## src/hdl/eihp_pkg.sv

```systemverilog
// Package for the Ethernet/IPv4 header parser: shared types and constants.
// No dependencies.
`timescale 1ns / 1ps
package eihp_pkg;

    localparam logic [15:0] ET_IP  = 16'h0800;
    localparam logic [15:0] ET_ARP = 16'h0806;
    localparam logic [7:0]  PROTO_ICMP = 8'd1;
    localparam logic [7:0]  PROTO_TCP  = 8'd6;
    localparam logic [7:0]  PROTO_UDP  = 8'd17;
    localparam logic [7:0]  ARP_REQUEST = 8'd1;
    localparam logic [15:0] MAX_IP_RESET = 16'd3000;

    // bit positions in the TCP flag byte
    localparam int TCP_FIN_BIT = 0;
    localparam int TCP_SYN_BIT = 1;
    localparam int TCP_ACK_BIT = 4;

    typedef enum logic [2:0] {
        PT_UNKNOWN = 3'd0,
        PT_ARP     = 3'd1,
        PT_ICMP    = 3'd2,
        PT_TCP     = 3'd3,
        PT_UDP     = 3'd4,
        PT_OTHER   = 3'd5
    } ptype_t;

    // One result record as it travels between front and back.
    typedef struct packed {
        logic         is_summary;
        logic [7:0]   text_char;
        logic [2:0]   packet_type;
        logic [47:0]  mac_first;
        logic [47:0]  mac_second;
        logic [47:0]  arp_hw_addr;
        logic [31:0]  ip_source;
        logic [31:0]  ip_target;
        logic [7:0]   protocol;
        logic [31:0]  ports;
        logic [31:0]  ident_frag;
        logic [4:0]   flags;
    } result_t;

    localparam int RESULT_BITS = $bits(result_t);

endpackage

```

## src/hdl/eihp_front.sv

```systemverilog
// Front end: byte counter, field capture, classification, up to two records per byte.
// Depends on eihp_pkg.
`timescale 1ns / 1ps
module eihp_front #(
    parameter int POSITION_BITS = 16
) (
    input  logic                    clk,
    input  logic                    rst_n,
    input  logic                    take,
    input  logic [7:0]              frame_byte,
    input  logic                    frame_end,
    input  logic [15:0]             max_ip_length,
    output logic                    text_valid,
    output eihp_pkg::result_t       text_rec,
    output logic                    sum_valid,
    output eihp_pkg::result_t       sum_rec
);
    import eihp_pkg::*;

    localparam logic [POSITION_BITS-1:0] POS_MAX = {POSITION_BITS{1'b1}};

    logic [POSITION_BITS-1:0] pos_reg, pos_next;
    logic [15:0] etype_reg, etype_next;
    logic [5:0]  iphl_reg, iphl_next;
    logic [15:0] iplen_reg, iplen_next;
    logic [5:0]  l4hl_reg, l4hl_next;
    logic [7:0]  arpop_reg, arpop_next;
    logic [47:0] mac0_reg, mac1_reg, arphw_reg;
    logic [47:0] mac0_next, mac1_next, arphw_next;
    logic [31:0] src_reg, dst_reg, ports_reg;
    logic [31:0] src_next, dst_next, ports_next;
    logic [15:0] ident_reg, fragw_reg;
    logic [15:0] ident_next, fragw_next;
    logic [7:0]  proto_reg, tcpf_reg;
    logic [7:0]  proto_next, tcpf_next;

    logic        active;
    logic [16:0] pos17;
    logic [16:0] l4_start, pay_start, pay_end;
    logic [16:0] rel;
    logic        is_l4;
    logic [5:0]  hl_ip, hl_tcp;
    logic [15:0] tlen;

    // narrow positions (only meaningful when pos < 64)
    logic [5:0] p6;
    logic       low_pos;

    assign active   = (pos_reg != POS_MAX);
    assign pos17    = 17'(pos_reg);
    assign p6       = pos_reg[5:0];
    assign l4_start = 17'd14 + 17'(iphl_reg);
    assign pay_start = l4_start + 17'(l4hl_reg);
    assign pay_end  = 17'd14 + 17'(iplen_reg);
    assign rel      = pos17 - l4_start;
    assign is_l4    = (etype_reg == ET_IP) && (proto_reg == PROTO_TCP || proto_reg == PROTO_UDP);
    assign hl_ip    = {frame_byte[3:0], 2'b00};
    assign hl_tcp   = {frame_byte[7:4], 2'b00};
    assign tlen     = {iplen_reg[15:8], frame_byte};
    assign low_pos  = (pos_reg < POSITION_BITS'(64));

    // Field values after the byte on the input has been taken.
    always_comb
    begin
        pos_next   = pos_reg;
        etype_next = etype_reg;
        iphl_next  = iphl_reg;
        iplen_next = iplen_reg;
        l4hl_next  = l4hl_reg;
        arpop_next = arpop_reg;
        mac0_next  = mac0_reg;
        mac1_next  = mac1_reg;
        arphw_next = arphw_reg;
        src_next   = src_reg;
        dst_next   = dst_reg;
        ports_next = ports_reg;
        ident_next = ident_reg;
        fragw_next = fragw_reg;
        proto_next = proto_reg;
        tcpf_next  = tcpf_reg;
        if (active)
        begin
            pos_next = pos_reg + 1'b1;
            if (low_pos && p6 < 6'd6)
                mac0_next[(3'd5 - p6[2:0])*8 +: 8] = frame_byte;
            else if (low_pos && p6 < 6'd12)
                mac1_next[(4'd11 - p6[3:0])*8 +: 8] = frame_byte;
            else if (low_pos && p6 == 6'd12)
                etype_next[15:8] = frame_byte;
            else if (low_pos && p6 == 6'd13)
                etype_next[7:0] = frame_byte;
            else if (etype_reg == ET_ARP)
            begin
                if (low_pos && p6 == 6'd21)
                begin
                    proto_next = frame_byte;
                    arpop_next = frame_byte;
                end
                else if (low_pos && p6 >= 6'd22 && p6 <= 6'd27)
                    arphw_next[(6'd27 - p6)*8 +: 8] = frame_byte;
                else if (low_pos && p6 >= 6'd28 && p6 <= 6'd31 && arpop_reg != ARP_REQUEST)
                    dst_next[(6'd31 - p6)*8 +: 8] = frame_byte;
                else if (low_pos && p6 >= 6'd38 && p6 <= 6'd41 && arpop_reg == ARP_REQUEST)
                    dst_next[(6'd41 - p6)*8 +: 8] = frame_byte;
            end
            else if (etype_reg == ET_IP)
            begin
                if (low_pos && p6 == 6'd14)
                    iphl_next = (hl_ip < 6'd20) ? 6'd20 : hl_ip;
                else if (low_pos && p6 == 6'd16)
                    iplen_next = {frame_byte, 8'h00};
                else if (low_pos && p6 == 6'd17)
                    iplen_next = (tlen > max_ip_length) ? max_ip_length : tlen;
                else if (low_pos && p6 == 6'd18)
                    ident_next[15:8] = frame_byte;
                else if (low_pos && p6 == 6'd19)
                    ident_next[7:0] = frame_byte;
                else if (low_pos && p6 == 6'd20)
                    fragw_next[15:8] = frame_byte;
                else if (low_pos && p6 == 6'd21)
                    fragw_next[7:0] = frame_byte;
                else if (low_pos && p6 == 6'd23)
                begin
                    proto_next = frame_byte;
                    l4hl_next  = (frame_byte == PROTO_UDP) ? 6'd8 : 6'd20;
                end
                else if (low_pos && p6 >= 6'd26 && p6 <= 6'd29)
                    src_next[(6'd29 - p6)*8 +: 8] = frame_byte;
                else if (low_pos && p6 >= 6'd30 && p6 <= 6'd33)
                    dst_next[(6'd33 - p6)*8 +: 8] = frame_byte;
                else if (is_l4 && pos17 >= l4_start)
                begin
                    if (rel < 17'd4)
                        ports_next[(2'd3 - rel[1:0])*8 +: 8] = frame_byte;
                    else if (proto_reg == PROTO_TCP && rel == 17'd12)
                        l4hl_next = (hl_tcp < 6'd20) ? 6'd20 : hl_tcp;
                    else if (proto_reg == PROTO_TCP && rel == 17'd13)
                        tcpf_next = frame_byte;
                end
            end
        end
    end

    always_ff @(posedge clk or negedge rst_n)
    begin
        if (!rst_n)
        begin
            pos_reg   <= '0;
            etype_reg <= '0;
            iphl_reg  <= 6'd20;
            iplen_reg <= '0;
            l4hl_reg  <= 6'd20;
            arpop_reg <= '0;
            mac0_reg  <= '0;
            mac1_reg  <= '0;
            arphw_reg <= '0;
            src_reg   <= '0;
            dst_reg   <= '0;
            ports_reg <= '0;
            ident_reg <= '0;
            fragw_reg <= '0;
            proto_reg <= '0;
            tcpf_reg  <= '0;
        end
        else if (take)
        begin
            if (frame_end)
            begin
                pos_reg   <= '0;
                etype_reg <= '0;
                iphl_reg  <= 6'd20;
                iplen_reg <= '0;
                l4hl_reg  <= 6'd20;
                arpop_reg <= '0;
                mac0_reg  <= '0;
                mac1_reg  <= '0;
                arphw_reg <= '0;
                src_reg   <= '0;
                dst_reg   <= '0;
                ports_reg <= '0;
                ident_reg <= '0;
                fragw_reg <= '0;
                proto_reg <= '0;
                tcpf_reg  <= '0;
            end
            else
            begin
                pos_reg   <= pos_next;
                etype_reg <= etype_next;
                iphl_reg  <= iphl_next;
                iplen_reg <= iplen_next;
                l4hl_reg  <= l4hl_next;
                arpop_reg <= arpop_next;
                mac0_reg  <= mac0_next;
                mac1_reg  <= mac1_next;
                arphw_reg <= arphw_next;
                src_reg   <= src_next;
                dst_reg   <= dst_next;
                ports_reg <= ports_next;
                ident_reg <= ident_next;
                fragw_reg <= fragw_next;
                proto_reg <= proto_next;
                tcpf_reg  <= tcpf_next;
            end
        end
    end

    // Payload text: only once the fixed header positions are behind us.
    logic hdr_zone;
    assign hdr_zone = low_pos && p6 <= 6'd33;

    always_comb
    begin
        text_rec = '0;
        text_rec.text_char = (frame_byte >= 8'h20 && frame_byte <= 8'h7E) ? frame_byte : 8'h2E;
        text_valid = take && active && !hdr_zone && is_l4
                     && pos17 >= pay_start && pos17 < pay_end;
    end

    // Frame summary, built from the field values that include the closing byte.
    logic [15:0] foff;
    ptype_t      ptype;
    always_comb
    begin
        foff  = {fragw_next[12:0], 3'b000};
        ptype = PT_UNKNOWN;
        if (pos_next >= POSITION_BITS'(14))
        begin
            if (etype_next == ET_ARP)
                ptype = PT_ARP;
            else if (etype_next == ET_IP)
            begin
                case (proto_next)
                    PROTO_ICMP: ptype = PT_ICMP;
                    PROTO_TCP:  ptype = PT_TCP;
                    PROTO_UDP:  ptype = PT_UDP;
                    default:    ptype = PT_OTHER;
                endcase
            end
        end
        sum_rec = '0;
        sum_rec.is_summary  = 1'b1;
        sum_rec.packet_type = ptype;
        sum_rec.mac_first   = mac0_next;
        sum_rec.mac_second  = mac1_next;
        if (ptype == PT_ARP)
        begin
            sum_rec.arp_hw_addr = arphw_next;
            sum_rec.ip_target   = dst_next;
            sum_rec.protocol    = proto_next;
        end
        else if (ptype != PT_UNKNOWN)
        begin
            sum_rec.ip_source  = src_next;
            sum_rec.ip_target  = dst_next;
            sum_rec.protocol   = proto_next;
            if (ptype == PT_TCP || ptype == PT_UDP)
                sum_rec.ports = ports_next;
            sum_rec.ident_frag = {ident_next, foff};
            sum_rec.flags[0]   = fragw_next[13];
            sum_rec.flags[1]   = fragw_next[13] || (foff != 16'h0000);
            if (ptype == PT_TCP)
            begin
                sum_rec.flags[2] = tcpf_next[TCP_SYN_BIT];
                sum_rec.flags[3] = tcpf_next[TCP_ACK_BIT];
                sum_rec.flags[4] = tcpf_next[TCP_FIN_BIT];
            end
        end
        sum_valid = take && frame_end;
    end
endmodule

```

## src/hdl/eihp_fifo.sv

```systemverilog
// Short result queue between front and back; two writes per cycle allowed.
// Depends on eihp_pkg.
`timescale 1ns / 1ps
module eihp_fifo #(
    parameter int DEPTH_BITS = 3
) (
    input  logic              clk,
    input  logic              rst_n,
    input  logic              wr0,
    input  eihp_pkg::result_t d0,
    input  logic              wr1,
    input  eihp_pkg::result_t d1,
    input  logic              rd,
    output logic              nonempty,
    output logic              almost_full,
    output eihp_pkg::result_t q
);
    import eihp_pkg::*;

    localparam int DEPTH = 1 << DEPTH_BITS;

    result_t mem [DEPTH];
    logic [DEPTH_BITS-1:0] wp_reg, rp_reg;
    logic [DEPTH_BITS:0]   cnt_reg;
    logic [DEPTH_BITS-1:0] wp1;
    logic [1:0]            nwr;

    assign wp1 = wp_reg + 1'b1;
    assign nwr = {1'b0, wr0} + {1'b0, wr1};
    assign nonempty = (cnt_reg != '0);
    // room for two more after one still in flight
    assign almost_full = (cnt_reg > (DEPTH_BITS+1)'(DEPTH - 4));
    assign q = mem[rp_reg];

    always_ff @(posedge clk)
    begin
        if (wr0)
            mem[wp_reg] <= d0;
        if (wr1)
            mem[wr0 ? wp1 : wp_reg] <= d1;
    end

    always_ff @(posedge clk or negedge rst_n)
    begin
        if (!rst_n)
        begin
            wp_reg  <= '0;
            rp_reg  <= '0;
            cnt_reg <= '0;
        end
        else
        begin
            wp_reg  <= wp_reg + DEPTH_BITS'(nwr);
            if (rd)
                rp_reg <= rp_reg + 1'b1;
            cnt_reg <= cnt_reg + (DEPTH_BITS+1)'(nwr) - (DEPTH_BITS+1)'(rd);
        end
    end
endmodule

```

## src/hdl/ethernet_ipv4_header_parser.sv

```systemverilog
// Ethernet/IPv4 header parser, top level. Depends on eihp_pkg, eihp_front, eihp_fifo.
// Throughput: one frame byte per cycle while the result queue has room; full rises
// once the queue holds more than four records (room kept for the byte in flight).
// Path: an accepted byte is held in the capture register, the front end writes its
// records into the queue from there, and they can be popped once the queue write
// has taken place.
// Reset: asynchronous active low; clears parser state and the queue, and sets
// max_ip_length to 3000.
`timescale 1ns / 1ps
module ethernet_ipv4_header_parser #(
    parameter int POSITION_BITS = 16
) (
    input  logic         clk,
    input  logic         rst_n,
    input  logic         push,
    output logic         full,
    input  logic [7:0]   frame_byte,
    input  logic         frame_end,
    input  logic         cfg_valid,
    output logic         cfg_ready,
    input  logic [15:0]  cfg_data,
    output logic         empty,
    input  logic         pop,
    output logic         is_summary,
    output logic [7:0]   text_char,
    output logic [2:0]   packet_type,
    output logic [47:0]  mac_first,
    output logic [47:0]  mac_second,
    output logic [47:0]  arp_hw_addr,
    output logic [31:0]  ip_source,
    output logic [31:0]  ip_target,
    output logic [7:0]   protocol,
    output logic [31:0]  ports,
    output logic [31:0]  ident_frag,
    output logic [4:0]   flags
);
    import eihp_pkg::*;

    logic [15:0] maxlen_reg;
    assign cfg_ready = 1'b1;
    always_ff @(posedge clk or negedge rst_n)
    begin
        if (!rst_n)
            maxlen_reg <= MAX_IP_RESET;
        else if (cfg_valid)
            maxlen_reg <= cfg_data;
    end

    // Stage 1: the byte is registered, then parsed by the front end.
    logic       s1_valid_reg;
    logic [7:0] s1_byte_reg;
    logic       s1_end_reg;
    logic       take;
    logic       afull;

    assign full = afull;
    assign take = push && !full;

    always_ff @(posedge clk or negedge rst_n)
    begin
        if (!rst_n)
            s1_valid_reg <= 1'b0;
        else
            s1_valid_reg <= take;
    end
    always_ff @(posedge clk)
    begin
        s1_byte_reg <= frame_byte;
        s1_end_reg  <= frame_end;
    end

    logic    tv, sv;
    result_t trec, srec;

    eihp_front #(.POSITION_BITS(POSITION_BITS)) u_core (
        .clk           (clk),
        .rst_n         (rst_n),
        .take          (s1_valid_reg),
        .frame_byte    (s1_byte_reg),
        .frame_end     (s1_end_reg),
        .max_ip_length (maxlen_reg),
        .text_valid    (tv),
        .text_rec      (trec),
        .sum_valid     (sv),
        .sum_rec       (srec)
    );

    logic    ne;
    result_t q;

    eihp_fifo #(.DEPTH_BITS(3)) u_fifo (
        .clk         (clk),
        .rst_n       (rst_n),
        .wr0         (tv),
        .d0          (trec),
        .wr1         (sv),
        .d1          (srec),
        .rd          (pop && ne),
        .nonempty    (ne),
        .almost_full (afull),
        .q           (q)
    );

    assign empty       = !ne;
    assign is_summary  = q.is_summary;
    assign text_char   = q.text_char;
    assign packet_type = q.packet_type;
    assign mac_first   = q.mac_first;
    assign mac_second  = q.mac_second;
    assign arp_hw_addr = q.arp_hw_addr;
    assign ip_source   = q.ip_source;
    assign ip_target   = q.ip_target;
    assign protocol    = q.protocol;
    assign ports       = q.ports;
    assign ident_frag  = q.ident_frag;
    assign flags       = q.flags;

    // A summary record never carries a text character.
    assert property (@(posedge clk) disable iff (!rst_n)
        sv |-> srec.text_char == 8'h00 && srec.is_summary)
        else $error("summary carries text");
    // Text records carry nothing but the character.
    assert property (@(posedge clk) disable iff (!rst_n)
        tv |-> !trec.is_summary && trec.packet_type == PT_UNKNOWN)
        else $error("text record carries fields");
    // Nothing is written to the queue without an accepted byte in the previous cycle.
    assert property (@(posedge clk) disable iff (!rst_n)
        (tv || sv) |-> $past(take))
        else $error("record without input");
endmodule
```

## config.mk

```make
export PLATFORM = sky130hd
export DESIGN_NAME = ethernet_ipv4_header_parser
export DESIGN_NICKNAME = d
export VERILOG_FILES = /design/src/hdl/eihp_pkg.sv /design/src/hdl/eihp_front.sv /design/src/hdl/eihp_fifo.sv /design/src/hdl/ethernet_ipv4_header_parser.sv
export SDC_FILE = /design/constraint.sdc
export NUM_CORES = 2
export LEC_CHECK = 0
export BUFFER_PORTS_ARGS = -buffer_cell sky130_fd_sc_hd__buf_2
export CORE_MARGIN = 5
export CORE_UTILIZATION = 45
export CTS_BUF_LIST = sky130_fd_sc_hd__clkbuf_8
export DETAILED_ROUTE_END_ITERATION = 7
export SETUP_SLACK_MARGIN = 0.2
export SYNTH_ARGS = -nofsm -noshare
export SYNTH_HDL_FRONTEND = slang
export SYNTH_HIERARCHICAL = 1
export SYNTH_SLANG_ARGS = --single-unit
```

## constraint.sdc

```tcl
create_clock -name clk -period 24.8 [get_ports clk]
set_clock_uncertainty 0.15 [all_clocks]
set_input_delay 3.72 -clock clk [delete_from_list [all_inputs] [get_ports clk]]
set_output_delay 3.72 -clock clk [all_outputs]
set_load 0.01 [all_outputs]
```

==> flow_summary.ini <==
[setup_path]
cp_slowest_stage_delay_ns = 1.10
worstPathRequired_ns = 20.93
critPathKind = flip-flop to output pin
slowest_stage = dfrtp_4
crit_path_max_fanout = 88
crit_path_start_kind = flip-flop
cp.arrival_ns = 6.71
crit_chain = buf_12, buf_4, buf_12, buf_4, mux4_2, mux2_2, buf_2
cp_top_family = buffers and inverters
crit_buf_inv = 5
worst_setup_path_end_kind = output pin

[global_routing]
antenna_found_initial = 23
grt_pass1_vias = 117000
grt_use_total_pct = 28.6
grt_pass1_wl_um = 769000
gr-total-overflow = 0
grt_max_degree = 193

[yosys]
syn_area_um2 = 154000
synthFlopType = edfxtp_1
synth_cell_types = 107
yosysWarnings = 6
syn_area_per_cell_um2 = 13.0
synth_edf_count = 2376
ys_seq_area_share_pct = 52.5
async_flop_share_pct = 13.5
syn-instance-count = 11800
ys_ff_latch = 2757

[clock_tree]
cts_buffers = 472
clkSinkCount = 2757
cts_hold_buf = 0
htreeDepth = 5
post_cts_buffers = 0
cts_tree = yes
root_buffer = clkbuf_8
clk_latency_ns = 1.18
clk_path_buf_depth = 4
post_cts_resized = 0
clk_pin_slew_ns = 0.06

[timing]
drv_slew = 0
relSlewSlack_pct = 3.49
hold_violations = 0
worst_pin_slew_ns = 1.43
rsz0062_at_grt = false
whs_ns = 0.329
min_period_ns = 10.58
finalSetupViolations = 0
setup_tns_ns = 0
fmaxAchievable_mhz = 94.5
fin_crit_sh_pct = 42.7

[placement]
dp_hpwl_um = 288000
gp_congestion = 0.870
place_inst = 15800
io_buffers = 328

[die]
die-area_um2 = 354000
coreArea_um2 = 340000
io-pin-count = 330
die_w_um = 595
initial_core_util_pct = 45.2
rows = 214
die_h_um = 595

[cells_and_area]
layout.nets = 11900
nFillCells = 29300
finalCoreUtilization_pct = 49.1
layoutNonFillerInstCount = 16700
syn_to_final_growth_pct = 8.45
largest_register_ffs = 2376
layout-drive-gt1-share_pct = 28.0
regMostFlops = u_fifo/mem

[drt]
drtPass1Iterations = 8
antenna_left = 0
routedWlPerCell_um = 31.6
drc = 0
finalWirelength_um = 526000
drt_iter0_drc = 13700
vias_per_cell = 6.84
vias = 114000

[power]
ir_drop_mv = 0.221
power.leakage_nw = 53.3
finalPower_mw = 16.4
cellPowerDensity_nw_per_um2 = 98.2

[status]
outcome = completed

[job]
max_cap_viol_count = 0

[min_path]
hold_class = flip-flop to flip-flop
## layout make-up
| class | count | area (um2) | share of cell area, % |
|---|---|---|---|
| diodes | 4 | 10.0 | 0.00600 |
| well taps | 4536 | 5680 | 3.40 |
| clock buffers | 509 | 7010 | 4.20 |
| multi-input cells | 7784 | 67100 | 40.2 |
| inverters | 124 | 488 | 0.292 |
| flip-flops and latches | 2757 | 80900 | 48.5 |
| clock inverters | 368 | 1870 | 1.12 |
| repair buffers | 574 | 3950 | 2.37 |
## worst paths after layout
check / from / cells after the start / endpoint / slack, ns
worst max-delay path: u_fifo/rp_reg[0] / 7 / arp_hw_addr[39] / 14.22
worst min-delay path: u_core/mac1_reg[9] / 2 / u_core/mac1_reg[9] / 0.33
worst max register to register: u_core/pos_reg[0] / 15 / u_fifo/mem[6][131] / 15.65
worst min register to register: u_core/mac1_reg[9] / 2 / u_core/mac1_reg[9] / 0.33
max in group asynchronous: rst_n / 3 / u_core/arphw_reg[30] / 19.81
min in group asynchronous: rst_n / 1 / u_core/mac0_reg[30] / 2.42
## where the power goes
part	switching, mW	internal, mW	leakage, nW
Combinational	4.55	2.29	21.7
Sequential	0.148	5.43	26.4
Clock	1.98	1.99	5.26
Total	6.68	9.71	53.3
## synthesized netlist by cell type (all sizes together), types with 10 or more instances
| cell type | instances | share of area (%) |
|---|---|---|
| xor2 | 22 | 0.13 |
| dfrtp | 361 | 5.9 |
| or4 | 18 | 0.098 |
| nor4b | 13 | 0.074 |
| or2 | 12 | 0.049 |
| a21boi | 24 | 0.12 |
| nand2b | 23 | 0.093 |
| nor3 | 107 | 0.35 |
| and3 | 29 | 0.12 |
| a21o | 32 | 0.16 |
| a22oi | 45 | 0.22 |
| clkbuf | 731 | 1.8 |
| and2 | 31 | 0.13 |
| a22o | 44 | 0.25 |
| nor4 | 31 | 0.15 |
| a32oi | 11 | 0.067 |
| inv | 121 | 0.30 |
| mux2i | 150 | 0.98 |
| xnor2 | 25 | 0.14 |
| edfxtp | 2376 | 46 |
| o21ai | 747 | 2.4 |
| o2bb2ai | 177 | 1.0 |
| a211oi | 20 | 0.098 |
| nand4 | 45 | 0.19 |
| a21oi | 178 | 0.58 |
| mux2 | 1517 | 11 |
| o311ai | 14 | 0.080 |
| nand2 | 352 | 0.86 |
| a31oi | 28 | 0.11 |
| or3 | 15 | 0.061 |
| o41ai | 11 | 0.067 |
| mux4 | 594 | 8.7 |
| nor2 | 312 | 0.77 |
| o21a | 10 | 0.049 |
| nand4b | 10 | 0.057 |
| o31ai | 35 | 0.17 |
| nor2b | 59 | 0.24 |
| ha | 126 | 1.0 |
| o211ai | 1793 | 8.7 |
| buf | 715 | 2.8 |
| a32o | 17 | 0.11 |
| dfstp | 11 | 0.19 |
| nand3 | 680 | 2.2 |
## layout by cell type, fill, tap and decap left out, drive strengths merged, types with 32 or more instances in the layout
cell type | netlist | layout
nand2 | 352 | 352
nor3 | 107 | 107
mux4 | 594 | 594
conb | 3 | 303
buf | 715 | 574
ha | 126 | 126
a21o | 32 | 32
nor2 | 312 | 312
mux2i | 150 | 150
clkbuf | 731 | 509
nand4 | 45 | 45
a21oi | 178 | 178
clkinv | 3 | 152
o21ai | 747 | 747
mux2 | 1517 | 1517
o2bb2ai | 177 | 177
nand3 | 680 | 680
nor2b | 59 | 59
a22oi | 45 | 45
o211ai | 1793 | 1793
edfxtp | 2376 | 2376
a22o | 44 | 44
inv | 121 | 327
o31ai | 35 | 35
dfrtp | 361 | 361
## tightest hold or removal path, delay by kind of cell, from the launching register on
family          cells  cell delay (ns)
compound gates      1             0.06
flops               1             0.34
simple gates        1             0.05
## kinds of logic after synthesis
family / count (synthesis) / share of synthesized area, %
AO/OA/AOI/OAI: 3260 / 14.7
adder cells (fa/ha/maj): 132 / 1.10
flip-flops: 2757 / 52.5
AND/OR/NAND/NOR: 1780 / 5.70
XOR/XNOR: 48 / 0.287
buffers and inverters: 1570 / 4.87
other: 3 / 0.00732
multiplexers: 2261 / 20.8
## through the flow
stage	instance area, um2	worst slack (ns)
final	167000	14.22
after global routing	167000	13.62
after CTS	167000	13.90
after detailed placement	158000	15.18
after global placement	158000	15.23
after floorplan	155000	5.97
## per-layer routing
metal | track usage [%] | wire [um] | part of all wire (%)
met5 | 0.294 | 186 | 0.035
met4 | 12.5 | 22800 | 4.3
met3 | 6.17 | 57800 | 11
met2 | 45.3 | 242000 | 46
met1 | 38.1 | 203000 | 39
No activity file was read; power rests on OpenSTA's default activity.
